--- src/rtl/core/asdc_pkg.sv ---
package asdc_pkg;

  localparam int REQ_W      = 3;
  localparam int ENC_W      = 12;
  localparam int POS_W      = 12;
  localparam int MAN_W      = 9;
  localparam int LVL_W      = 8;
  localparam int FSD_W      = 12;
  localparam int CFG_IDX_W  = 2;
  localparam int CFG_DATA_W = 12;
  localparam int ENC_MAX    = 4095;
  localparam int STEP_SIZE  = 25;
  localparam int STEP_COUNT = 10;
  localparam int STEP_CNT_W = 4;

  localparam logic [REQ_W-1:0] REQ_SET_TARGET = 3'd0;
  localparam logic [REQ_W-1:0] REQ_SYNC       = 3'd1;
  localparam logic [REQ_W-1:0] REQ_TICK       = 3'd2;
  localparam logic [REQ_W-1:0] REQ_ABORT      = 3'd3;
  localparam logic [REQ_W-1:0] REQ_MANUAL     = 3'd4;
  localparam logic [REQ_W-1:0] REQ_REVERSE    = 3'd5;

  localparam logic [CFG_IDX_W-1:0] CFG_FULL_SPEED_DIST = 2'd0;
  localparam logic [CFG_IDX_W-1:0] CFG_FULL_DRIVE      = 2'd1;
  localparam logic [CFG_IDX_W-1:0] CFG_CREEP_DRIVE     = 2'd2;

  localparam logic [FSD_W-1:0] FSD_RST   = 12'd64;
  localparam logic [LVL_W-1:0] FULL_RST  = 8'd255;
  localparam logic [LVL_W-1:0] CREEP_RST = 8'd22;
  localparam logic [LVL_W-1:0] LVL_MAX   = 8'd255;

  typedef struct packed {
    logic [FSD_W-1:0] full_speed_distance;
    logic [LVL_W-1:0] full_drive;
    logic [LVL_W-1:0] creep_drive;
  } cfg_t;

  typedef struct packed {
    logic             slewing;
    logic             clockwise;
    logic [LVL_W-1:0] drive_level;
  } res_t;

  function automatic logic [LVL_W-1:0] step_drive(input logic [STEP_CNT_W-1:0] steps);
    logic [LVL_W-1:0] lvl;
    case (steps)
      4'd0:    lvl = 8'd0;
      4'd1:    lvl = 8'd25;
      4'd2:    lvl = 8'd50;
      4'd3:    lvl = 8'd75;
      4'd4:    lvl = 8'd100;
      4'd5:    lvl = 8'd125;
      4'd6:    lvl = 8'd150;
      4'd7:    lvl = 8'd175;
      4'd8:    lvl = 8'd200;
      4'd9:    lvl = 8'd225;
      default: lvl = 8'd250;
    endcase
    return lvl;
  endfunction

endpackage

--- src/rtl/core/axis_slew_drive_controller_top.sv ---
// Slew drive controller for one rotary axis. Each request (set target, sync,
// control tick, abort, manual drive, reverse) enters an input register and its
// result, the drive level, direction and slewing flag after the request, is
// loaded into the result register on the next advance: one request per clock
// sustained while the output is not stalled. The result register is the
// controller state itself, so every request sees the state left by the one
// before. The tick path, encoder modulo reduction by compare-subtract steps,
// modular offset and distance, then the drive select, sits between those two
// registers. Configuration writes take effect at once and are meant for idle
// periods; nothing needs to be cleared after reset.
module axis_slew_drive_controller_top
  import asdc_pkg::*;
#(
  parameter int COUNTS_PER_TURN = 4096
) (
  input  logic                  clk,
  input  logic                  rst_n,
  input  logic                  in_tvalid,
  output logic                  in_tready,
  // [11:0] encoder_count, [23:12] position, [32:24] manual_drive, [39:33] zero
  input  logic [39:0]           in_tdata,
  // [2:0] req_type
  input  logic [REQ_W-1:0]      in_tuser,
  output logic                  out_tvalid,
  input  logic                  out_tready,
  // [7:0] drive_level, [8] clockwise, [9] slewing, [15:10] zero
  output logic [15:0]           out_tdata,
  input  logic                  cfg_we,
  input  logic [CFG_IDX_W-1:0]  cfg_index,
  input  logic [CFG_DATA_W-1:0] cfg_wdata
);

  localparam int PW = $clog2(COUNTS_PER_TURN);

  cfg_t                    cfg_r;
  logic                    s1_valid_r;
  logic [REQ_W-1:0]        s1_req_r;
  logic [ENC_W-1:0]        s1_enc_r;
  logic [POS_W-1:0]        s1_pos_r;
  logic signed [MAN_W-1:0] s1_man_r;
  logic                    out_valid_r;
  logic [PW-1:0]           target_r;
  logic [PW-1:0]           sync_r;
  res_t                    cur_r;
  logic [PW-1:0]           target_nxt;
  logic [PW-1:0]           sync_nxt;
  res_t                    res_nxt;
  logic                    adv;
  logic                    in_acc;

  assign adv       = s1_valid_r && (!out_valid_r || out_tready);
  assign in_tready = !s1_valid_r || adv;
  assign in_acc    = in_tvalid && in_tready;

  always_ff @(posedge clk) begin
    if (!rst_n) begin
      cfg_r.full_speed_distance <= FSD_RST;
      cfg_r.full_drive          <= FULL_RST;
      cfg_r.creep_drive         <= CREEP_RST;
    end else if (cfg_we) begin
      unique case (cfg_index)
        CFG_FULL_SPEED_DIST: cfg_r.full_speed_distance <= cfg_wdata;
        CFG_FULL_DRIVE:      cfg_r.full_drive          <= cfg_wdata[LVL_W-1:0];
        CFG_CREEP_DRIVE:     cfg_r.creep_drive         <= cfg_wdata[LVL_W-1:0];
        default: begin
        end
      endcase
    end
  end

  always_ff @(posedge clk) begin
    if (in_acc) begin
      s1_req_r <= in_tuser;
      s1_enc_r <= in_tdata[11:0];
      s1_pos_r <= in_tdata[23:12];
      s1_man_r <= $signed(in_tdata[32:24]);
    end
  end

  always_ff @(posedge clk) begin
    if (!rst_n) begin
      s1_valid_r  <= 1'b0;
      out_valid_r <= 1'b0;
    end else begin
      if (in_acc) begin
        s1_valid_r <= 1'b1;
      end else if (adv) begin
        s1_valid_r <= 1'b0;
      end
      if (adv) begin
        out_valid_r <= 1'b1;
      end else if (out_tready) begin
        out_valid_r <= 1'b0;
      end
    end
  end

  asdc_step #(
    .COUNTS_PER_TURN(COUNTS_PER_TURN),
    .PW             (PW)
  ) u_step (
    .cfg       (cfg_r),
    .req       (s1_req_r),
    .enc       (s1_enc_r),
    .pos       (s1_pos_r),
    .man       (s1_man_r),
    .target    (target_r),
    .sync      (sync_r),
    .cur       (cur_r),
    .target_nxt(target_nxt),
    .sync_nxt  (sync_nxt),
    .res_nxt   (res_nxt)
  );

  always_ff @(posedge clk) begin
    if (!rst_n) begin
      target_r          <= '0;
      sync_r            <= '0;
      cur_r.drive_level <= '0;
      cur_r.clockwise   <= 1'b1;
      cur_r.slewing     <= 1'b0;
    end else if (adv) begin
      target_r <= target_nxt;
      sync_r   <= sync_nxt;
      cur_r    <= res_nxt;
    end
  end

  assign out_tvalid = out_valid_r;
  assign out_tdata  = {6'd0, cur_r.slewing, cur_r.clockwise, cur_r.drive_level};

`ifndef NO_ASSERTIONS
  a_target_in_range: assert property (@(posedge clk) disable iff (!rst_n)
    32'(target_r) < 32'(COUNTS_PER_TURN))
    else $error("target count outside one turn");

  a_sync_in_range: assert property (@(posedge clk) disable iff (!rst_n)
    32'(sync_r) < 32'(COUNTS_PER_TURN))
    else $error("sync offset outside one turn");

  a_abort_stops: assert property (@(posedge clk) disable iff (!rst_n)
    (adv && s1_req_r == REQ_ABORT) |=>
      (out_tvalid && cur_r.drive_level == '0 && !cur_r.slewing))
    else $error("abort did not stop the axis");

  a_target_starts: assert property (@(posedge clk) disable iff (!rst_n)
    (adv && s1_req_r == REQ_SET_TARGET && 32'(s1_pos_r) < 32'(COUNTS_PER_TURN)) |=>
      (cur_r.slewing && 32'(target_r) == 32'($past(s1_pos_r))))
    else $error("set target did not start slewing");
`endif

endmodule

--- src/rtl/core/asdc_mod_reduce.sv ---
module asdc_mod_reduce
  import asdc_pkg::*;
#(
  parameter int COUNTS_PER_TURN = 4096,
  parameter int PW              = $clog2(COUNTS_PER_TURN)
) (
  input  logic [ENC_W-1:0] enc,
  output logic [PW-1:0]    enc_mod
);

  logic [ENC_W-1:0] rem;

  always_comb begin
    rem = enc;
    for (int k = ENC_W - 1; k >= 0; k--) begin
      if ((COUNTS_PER_TURN << k) <= ENC_MAX) begin
        if (rem >= ENC_W'(COUNTS_PER_TURN << k)) begin
          rem = rem - ENC_W'(COUNTS_PER_TURN << k);
        end
      end
    end
  end

  assign enc_mod = PW'(rem);

endmodule

--- src/rtl/core/asdc_step.sv ---
module asdc_step
  import asdc_pkg::*;
#(
  parameter int COUNTS_PER_TURN = 4096,
  parameter int PW              = $clog2(COUNTS_PER_TURN)
) (
  input  cfg_t              cfg,
  input  logic [REQ_W-1:0]  req,
  input  logic [ENC_W-1:0]  enc,
  input  logic [POS_W-1:0]  pos,
  input  logic signed [MAN_W-1:0] man,
  input  logic [PW-1:0]     target,
  input  logic [PW-1:0]     sync,
  input  res_t              cur,
  output logic [PW-1:0]     target_nxt,
  output logic [PW-1:0]     sync_nxt,
  output res_t              res_nxt
);

  localparam logic [PW:0]   N_C    = (PW+1)'(COUNTS_PER_TURN);
  localparam logic [PW-1:0] HALF_C = PW'(COUNTS_PER_TURN / 2);

  logic [PW-1:0]         enc_mod;
  logic                  pos_ok;
  logic [PW-1:0]         pos_w;
  logic [PW:0]           sync_sum;
  logic [PW:0]           user_sum;
  logic [PW-1:0]         user;
  logic [PW:0]           cw_sum;
  logic [PW-1:0]         cw_dist;
  logic [PW-1:0]         near_dist;
  logic                  tick_cw;
  logic [STEP_CNT_W-1:0] steps;
  logic [LVL_W-1:0]      tick_lvl;
  logic                  tick_stop;
  logic [MAN_W-1:0]      man_u;
  logic [MAN_W-1:0]      man_mag;

  asdc_mod_reduce #(
    .COUNTS_PER_TURN(COUNTS_PER_TURN),
    .PW             (PW)
  ) u_reduce (
    .enc    (enc),
    .enc_mod(enc_mod)
  );

  assign pos_ok = (32'(pos) < 32'(COUNTS_PER_TURN));
  assign pos_w  = PW'(pos);

  always_comb begin
    sync_sum = {1'b0, pos_w} - {1'b0, enc_mod};
    if (pos_w < enc_mod) begin
      sync_sum = sync_sum + N_C;
    end
    user_sum = {1'b0, enc_mod} + {1'b0, sync};
    if (user_sum >= N_C) begin
      user_sum = user_sum - N_C;
    end
  end

  assign user = user_sum[PW-1:0];

  always_comb begin
    cw_sum = {1'b0, target} - {1'b0, user};
    if (target < user) begin
      cw_sum = cw_sum + N_C;
    end
  end

  assign cw_dist = cw_sum[PW-1:0];

  always_comb begin
    if (cw_dist >= HALF_C) begin
      near_dist = PW'(N_C - {1'b0, cw_dist});
      tick_cw   = 1'b0;
    end else begin
      near_dist = cw_dist;
      tick_cw   = 1'b1;
    end
  end

  always_comb begin
    steps = '0;
    for (int k = 1; k <= STEP_COUNT; k++) begin
      if (32'(near_dist) >= 32'(STEP_SIZE * k)) begin
        steps = STEP_CNT_W'(k);
      end
    end
  end

  always_comb begin
    tick_stop = 1'b0;
    if (32'(near_dist) >= 32'(cfg.full_speed_distance)) begin
      tick_lvl = cfg.full_drive;
    end else if (steps != '0) begin
      tick_lvl = step_drive(steps);
    end else if (near_dist != '0) begin
      tick_lvl = cfg.creep_drive;
    end else begin
      tick_lvl  = '0;
      tick_stop = 1'b1;
    end
  end

  assign man_u   = $unsigned(man);
  assign man_mag = man_u[MAN_W-1] ? (~man_u + MAN_W'(1)) : man_u;

  always_comb begin
    target_nxt = target;
    sync_nxt   = sync;
    res_nxt    = cur;
    unique case (req)
      REQ_SET_TARGET: begin
        if (pos_ok) begin
          target_nxt      = pos_w;
          res_nxt.slewing = 1'b1;
        end
      end
      REQ_SYNC: begin
        if (pos_ok) begin
          sync_nxt = sync_sum[PW-1:0];
        end
      end
      REQ_TICK: begin
        res_nxt.clockwise   = tick_cw;
        res_nxt.drive_level = tick_lvl;
        if (tick_stop) begin
          res_nxt.slewing = 1'b0;
        end
      end
      REQ_ABORT: begin
        res_nxt.slewing     = 1'b0;
        res_nxt.drive_level = '0;
        target_nxt          = user;
      end
      REQ_MANUAL: begin
        res_nxt.clockwise   = !man_u[MAN_W-1] && (man_u != '0);
        res_nxt.drive_level = man_mag[MAN_W-1] ? LVL_MAX : man_mag[LVL_W-1:0];
      end
      REQ_REVERSE: begin
        res_nxt.clockwise = !cur.clockwise;
      end
      default: begin
      end
    endcase
  end

endmodule

--- config.mk ---
export PLATFORM = sky130hd
export DESIGN_NAME = axis_slew_drive_controller_top
export DESIGN_NICKNAME = d
export VERILOG_FILES = /design/src/rtl/core/asdc_pkg.sv /design/src/rtl/core/axis_slew_drive_controller_top.sv /design/src/rtl/core/asdc_mod_reduce.sv /design/src/rtl/core/asdc_step.sv
export SDC_FILE = /design/constraint.sdc
export NUM_CORES = 1
export LEC_CHECK = 0
export CAP_MARGIN = 20
export CELL_PAD_IN_SITES_DETAIL_PLACEMENT = 0
export CELL_PAD_IN_SITES_GLOBAL_PLACEMENT = 1
export CORE_ASPECT_RATIO = 0.8
export CORE_MARGIN = 3
export CORE_UTILIZATION = 29
export DETAILED_ROUTE_END_ITERATION = 8
export DONT_BUFFER_PORTS = 1
export GPL_ROUTABILITY_DRIVEN = 0
export PLACE_DENSITY = 0.52
export SLEW_MARGIN = 0
export SYNTH_ARGS = -nofsm -noshare
export SYNTH_HDL_FRONTEND = slang
export SYNTH_SLANG_ARGS = --single-unit
--- constraint.sdc ---
create_clock -name clk -period 8.59 [get_ports clk]
set_clock_uncertainty 0.05 [all_clocks]
set_input_delay 0.4295 -clock clk [delete_from_list [all_inputs] [get_ports clk]]
set_output_delay 0.4295 -clock clk [all_outputs]
set_load 0.05 [all_outputs]
==> flow_summary_export.csv, run 1 <==
group,metric,value,unit
outcome,status,"complete, no violations",
synth,syn_area,0.00727,mm²
grt,grt_max_degree,67,
place,dp_hpwl,15100,µm
finish,synthToLayoutAreaGrowth,8.02,%
clock_network,hold_buffers,0,
floorplan,die_width,183,µm
power_and_ir_drop,p_leak,3.13,nW
synth,synth_ff_type,"dfxtp_1",
timing,setup_viol_count_final,0,
clock_network,cts_made_buffers,9,
critical_path,cp-end-kind,"flop",
finish,final_cells,1146,
drt,postRouteAntennaNets,0,
drt,vias,6022,
finish,diodes,0,
worst_hold_path,worstHoldPathType,"in -> reg",
synth,synthAdderAreaFrac,0.101,
clock_network,cts_max_level,3,
drt,drt-pass1-iter-count,5,
floorplan,core,0.0245,mm²
clock_network,cts-root-buf,"clkbuf_16",
synth,synth-seq-cells,100,
timing,worstMarginPinSlew,0.923,ns
critical_path,crit_fanout,11,
timing,slew_headroom,0.377,
synth,synth_compound_area_frac,0.253,
timing,hold_viol,0,
drt,wl_per_cell,17.1,µm
finish,ff_latch_area,0.00236,mm²
clock_network,clock_latency,0.36,ns
synth,synth-edff-count,36,
floorplan,dieHeight,148,µm
clock_network,cts_tree,"done",
place,post-place-cells,1129,
critical_path,slowest_stage,"a221oi_1",
synth,synth_cell_types,93,
grt,overflow,0,
timing,min_period,7.49,ns
finish,final_cell_mix,"nand2_1 (104), dfxtp_1 (64), o21ai_0 (54)",
place,portBuffers,0,
synth,synth-simple-area-share,0.197,
timing,timing.final.crit_share,0.871,
clock_network,clkSinkCount,100,
synth,synth_top_family_by_area,"compound AO/OA/AOI/OAI gates",
finish,multi_input_area,0.00454,mm²
drt,drt-initial-drc-count,252,
grt,grt_pass1_vias,5971,
power_and_ir_drop,vdd_drop_max,110,µV
floorplan,initial_core_util,0.297,
power_and_ir_drop,total_power,1.44,mW
grt,antenna_found_initial,0,
synth,synth_async_sr_flop_share,0,
finish,drive_gt1_frac,0.0664,
synth,muxShareOfSynthArea,0.0194,
synth,synth_seq_area_share,0.325,
critical_path,crit_top_cell,"ha_1",
critical_path,worstPathCellList,"ha_1, fa_1, a21o_1, a221oi_4, o21ai_0, a21oi_1, xor2_1, ha_1, and4_1, a221o_2, a221o_2, o211ai_2, nand3_2, nor4_2, a2bb2oi_2, o211ai_1, a221oi_1, nor2_1, a211o_1, ha_1, nand3_1, nor2_1, a2111oi_0, a211oi_1",
critical_path,arrival,7.67,ns
drt,via_per_inst,5.25,
synth,yosysWarnings,0,
finish,final_common_cell,"nand2_1",
critical_path,critical_path_required,8.77,ns
critical_path,cpPeakStageDelay,0.48,ns
finish,fillerInstances,2594,
floorplan,io_pins,80,
power_and_ir_drop,p_per_area,184,mW/mm²
synth,synth-xor-area-share,0.0499,
clock_network,postCtsSetupBuffers,0,
drt,routed_wirelength,19600,µm
timing,max_freq,134,MHz
finish,nets,938,
run,drv_cap,0,
synth,postSynthCellCount,843,
floorplan,core.rowCount,51,
clock_network,clkTransAtPathRegs,0.08,ns
synth,syn_avg_cell_area,8.62,µm²
floorplan,die-area,0.0270,mm²
critical_path,crit_type,"reg -> reg",
drt,drc,0,
grt,grt_use_total,0.148,
timing,fin_setup_tns,0,ns
clock_network,post_cts_resized,0,
clock_network,cts_buffer_depth,2,
timing,slew_violations,0,
timing,hold_slack,0.109,ns
critical_path,cp-start-kind,"flop",
grt,grt_pass1_wl,31700,µm
timing,grt_setup_unrepaired,"no",
per-stage QoR:
step                cell area (µm²)  setup slack [ns]   util
finish                         7850              1.10  0.321
global placement               7510              1.25  0.307
CTS                            7840              1.11  0.320
detailed placement             7510              1.17  0.307
global route                   7850             0.530  0.321
floorplan                      7290              2.24      -
worst max-delay path: cells and delay by family, from the launching register on:
kind | cells | cell delay [ns]
AOI/OAI and AO/OA | 13 | 3.81
xor gates and xnor gates | 1 | 0.24
adders and majority gates | 4 | 1.25
DFF | 1 | 0.41
and+or+nand+nor | 6 | 1.60
logic make-up (layout without fill, tap and decap cells):
logic type | Yosys count | in the layout
buffers and inverters | 92 | 72
other | 1 | 6
flip-flops | 100 | 100
AO/OA/AOI/OAI | 254 | 254
XOR/XNOR | 39 | 39
multiplexers | 14 | 14
adder cells (fa/ha/maj) | 58 | 58
AND/OR/NAND/NOR | 285 | 285
power by group:
| part | total (mW) | switching (mW) | internal (mW) |
|---|---|---|---|
| Combinational | 0.441 | 0.280 | 0.161 |
| Sequential | 0.540 | 0.0267 | 0.513 |
| Clock | 0.461 | 0.200 | 0.260 |
sequential cells by signal (all words and copies together), names as in the netlist:
name        count
s1_req_r        3
out_tdata      10
s1_enc_r       12
target_r       12
s1_pos_r       12
out_tvalid      1
sync_r         12
s1_man_r        9
s1_valid_r      1
cfg_r          28
final cells by class:
| cell class | instances | share of cell area |
|---|---|---|
| Timing Repair Buffer | 3 | 0.00382 |
| Multi-Input combinational cell | 656 | 0.578 |
| Inverter | 53 | 0.0253 |
| Clock buffer | 10 | 0.0292 |
| Tap cell | 318 | 0.0507 |
| Sequential cell | 100 | 0.301 |
| Clock inverter | 6 | 0.0121 |
synth_stat cells (all sizes together) (6+ instances only):
library cell    n  area (µm²)
o211ai         19         148
buf            14        98.8
xnor2          19         174
dfxtp          64        1280
nor2           47         176
ha             50         626
a21oi          39         206
clkbuf         25        93.8
nand2b         11        68.8
a211o           6        55.1
o211a          14         140
inv            53         199
and3            7        53.8
nor4            6        50.0
or2             6        37.5
nand3          17        90.1
mux2i          13         130
o21ai          57         289
or3             9        56.3
a21boi         14         105
nor3           23         120
a21o            9        68.8
a31oi          11        90.1
edfxtp         36        1080
xor2           19         166
and2           22         140
o31ai           8        60.1
o21a           13        97.6
a211oi         13        97.6
nand2         104         390
nor2b          17         106
routing by layer:
layer,vias up,global-route usage,wire [µm],part of all wire
met5,-,0,0,0
met4,0,0.0415,294,0.015
met1,2844,0.214,10100,0.51
li1,3026,-,-,-
met2,136,0.217,8130,0.41
met3,16,0.0403,1110,0.057
path summary, 6_finish.rpt:
check / startpoint / endpoint / slack [ns] / cells after the start
min: in_tdata[4] / s1_enc_r[4] / 0.11 / 0
max: s1_enc_r[0] / out_tdata[3] / 1.10 / 24
min reg2reg: cfg_r[17] / cfg_r[17] / 0.42 / 2
max reg2reg: s1_enc_r[0] / out_tdata[3] / 1.10 / 24
Note: power is estimated with default switching activity, not from simulation.
==> run 2: changes to the inputs <==
--- a/config.mk
+++ b/config.mk
@@ -10,11 +10,11 @@
 export CELL_PAD_IN_SITES_GLOBAL_PLACEMENT = 1
 export CORE_ASPECT_RATIO = 0.8
 export CORE_MARGIN = 3
-export CORE_UTILIZATION = 29
+export CORE_UTILIZATION = 49
 export DETAILED_ROUTE_END_ITERATION = 8
 export DONT_BUFFER_PORTS = 1
 export GPL_ROUTABILITY_DRIVEN = 0
-export PLACE_DENSITY = 0.52
+export PLACE_DENSITY = 0.81
 export SLEW_MARGIN = 0
 export SYNTH_ARGS = -nofsm -noshare
 export SYNTH_HDL_FRONTEND = slang
==> constraint.sdc (replaced) <==
create_clock -name clk -period 8.59 [get_ports clk]
set_clock_uncertainty 0.05 [all_clocks]
set_input_delay 1.718 -clock clk [delete_from_list [all_inputs] [get_ports clk]]
set_output_delay 1.718 -clock clk [all_outputs]
set_load 0.05 [all_outputs]
==> run 2 against run 1 <==
  * Combinational power shrank 1%
  * Non-clock buffer count grew 1
  * Clock-buffer cell count is the same
  * Die area shrank 40%
  * Critical path depth is the same
  * Hold slack gained 0.31 ns
  * Largest cell class unchanged
  * Cell count shrank 12%
  * Via count grew 0.70%
  * Worst setup slack lost 0.0074 ns
  * Register-to-register slack is essentially flat
  * Routed wire length shrank 11%
  * Critical endpoint is now out_tdata[6]
  * Global-route usage grew 7.0 points
==> flow_summary_export.csv, run 2 (synthesis gave the netlist of run 1 again) <==
group,metric,value,unit
place,portBuffers,0,
clock_network,clock_latency,0.36,ns
clock_network,cts_made_buffers,9,
power_and_ir_drop,p_int,0.877,mW
drt,postRouteAntennaNets,0,
timing,setup_viol_count_final,0,
drt,vias,6064,
power_and_ir_drop,pwr-share-seq,0.393,
critical_path,arrival,7.68,ns
clock_network,clkSinkCount,100,
timing,max_freq,133,MHz
worst_hold_path,min_from,"cfg_r[19]",
power_and_ir_drop,power_frac_comb,0.317,
timing,hold_viol,0,
floorplan,core.rowCount,39,
clock_network,hold_buffers,0,
finish,diodes,0,
timing,slew_headroom,0.391,
floorplan,io_pins,80,
power_and_ir_drop,p_leak,3.12,nW
power_and_ir_drop,pwr-share-clk,0.290,
timing,fin_setup_tns,0,ns
place,dp_hpwl,13300,µm
power_and_ir_drop,p_per_area,180,mW/mm²
clock_network,cts_max_level,3,
grt,grt_max_degree,67,
clock_network,post_cts_resized,0,
clock_network,cts-root-buf,"clkbuf_16",
floorplan,core,0.0144,mm²
drt,drt-initial-drc-count,436,
floorplan,initial_core_util,0.505,
grt,grt_use_total,0.218,
run,drv_cap,0,
finish,synthToLayoutAreaGrowth,5.13,%
floorplan,die-area,0.0163,mm²
critical_path,crit_type,"reg -> reg",
timing,worstMarginPinSlew,0.913,ns
power_and_ir_drop,p_sw_frac,0.361,
timing,slew_violations,0,
finish,largest_register,"cfg_r",
timing,min_period,7.49,ns
finish,largest_reg_flops,28,
drt,routed_wirelength,17500,µm
grt,overflow,0,
drt,drt-pass1-iter-count,5,
clock_network,cts_buffer_depth,2,
finish,nets,939,
critical_path,cp-start-kind,"flop",
power_and_ir_drop,total_power,1.37,mW
worst_hold_path,worstHoldPathType,"reg -> reg",
critical_path,regToRegStartpoint,"s1_enc_r[0]",
critical_path,crit_fanout,11,
drt,drc,0,
critical_path,cp-end-kind,"flop",
floorplan,die_width,142,µm
finish,fillerInstances,1319,
clock_network,postCtsSetupBuffers,0,
clock_network,cts_tree,"done",
grt,grt_pass1_vias,5869,
grt,grt_pass1_wl,28800,µm
power_and_ir_drop,net-switching-power,0.496,mW
floorplan,dieHeight,115,µm
power_and_ir_drop,vdd_drop_max,106,µV
drt,via_per_inst,5.99,
finish,final_common_cell,"nand2_1",
critical_path,startpoint,"s1_enc_r[0]",
timing,grt_setup_unrepaired,"no",
grt,antenna_found_initial,0,
finish,drive_gt1_frac,0.0663,
clock_network,clkTransAtPathRegs,0.08,ns
timing,timing.final.crit_share,0.872,
drt,wl_per_cell,17.3,µm
outcome,status,"complete, no violations",
critical_path,critical_path_required,8.78,ns
finish,final_cell_mix,"nand2_1 (104), dfxtp_1 (64), o21ai_0 (54)",
run 2: cell count changes in the layout (fill, tap and decap cells not counted):
cell	before	now
bufinv_16	2	0
buf_8	1	0
a21boi_1	1	2
clkinv_4	0	3
clkinv_1	1	0
buf_4	2	4
and2_2	1	0
a21boi_2	1	0
and2_1	20	21
run 2: power groups by stage:
stage                     Sequential, mW  Clock (mW)  Combinational (mW)
after CTS                          0.540       0.411               0.426
after detailed placement           0.551           0               0.423
after global placement             0.550           0               0.417
final                              0.540       0.398               0.435
after floorplan                    0.544           0               0.344
after global routing               0.543       0.425               0.487
run 2: path summary, 6_finish.rpt:
check / depth (start not counted) / slack (ns) / end
max: 24 / 1.10 / out_tdata[6]
min: 2 / 0.42 / cfg_r[19]
max reg2reg: 24 / 1.10 / out_tdata[6]
min reg2reg: 2 / 0.42 / cfg_r[19]
run 2: final cells by class:
type | count | area (µm²) | area share
inverter | 53 | 199 | 0.0260
timing repair buffer | 4 | 30.0 | 0.00393
clock buffer | 10 | 229 | 0.0300
clock inverter | 6 | 57.6 | 0.00753
sequential | 100 | 2360 | 0.309
tap | 184 | 230 | 0.0301
multi-input combinational | 656 | 4540 | 0.593
run 2: routing by layer:
layer  global-route usage  part of all wire  routed length [µm]
met1                0.316              0.50                8740
met2                0.325              0.43                7440
met3               0.0528             0.065                1140
met4               0.0595             0.011                 186
met5                    0                 0                   0
run 2: through the flow:
step	hold WS, ns	cell area [µm²]	utilization	setup WS [ns]	cells
2_1_floorplan	0.385	7290	-	2.24	848
3_3_place_gp	0.405	7360	0.511	1.39	997
3_5_place_dp	0.408	7360	0.511	1.23	997
4_1_cts	0.423	7640	0.531	1.17	1013
5_1_grt	0.439	7640	0.531	0.543	1013
6_report	0.423	7640	0.531	1.10	1013
run 2: critical path: stages, from the launching register on:
cell       delay, ns
edfxtp_1        0.42
ha_1            0.27
fa_1            0.43
a21o_1          0.24
a221oi_4        0.39
o21ai_0         0.14
a21oi_1         0.20
xor2_1          0.25
ha_1            0.33
and4_1          0.22
a221o_2         0.38
a221o_2         0.32
o211ai_2        0.19
nand3_2         0.32
nor4_2          0.42
a2bb2oi_2       0.33
o211ai_1        0.16
a221oi_1        0.53
nor2_1          0.13
a211o_1         0.37
ha_1            0.22
nand3_1         0.31
nor2_1          0.17
a2111oi_0       0.47
nor3b_1         0.11
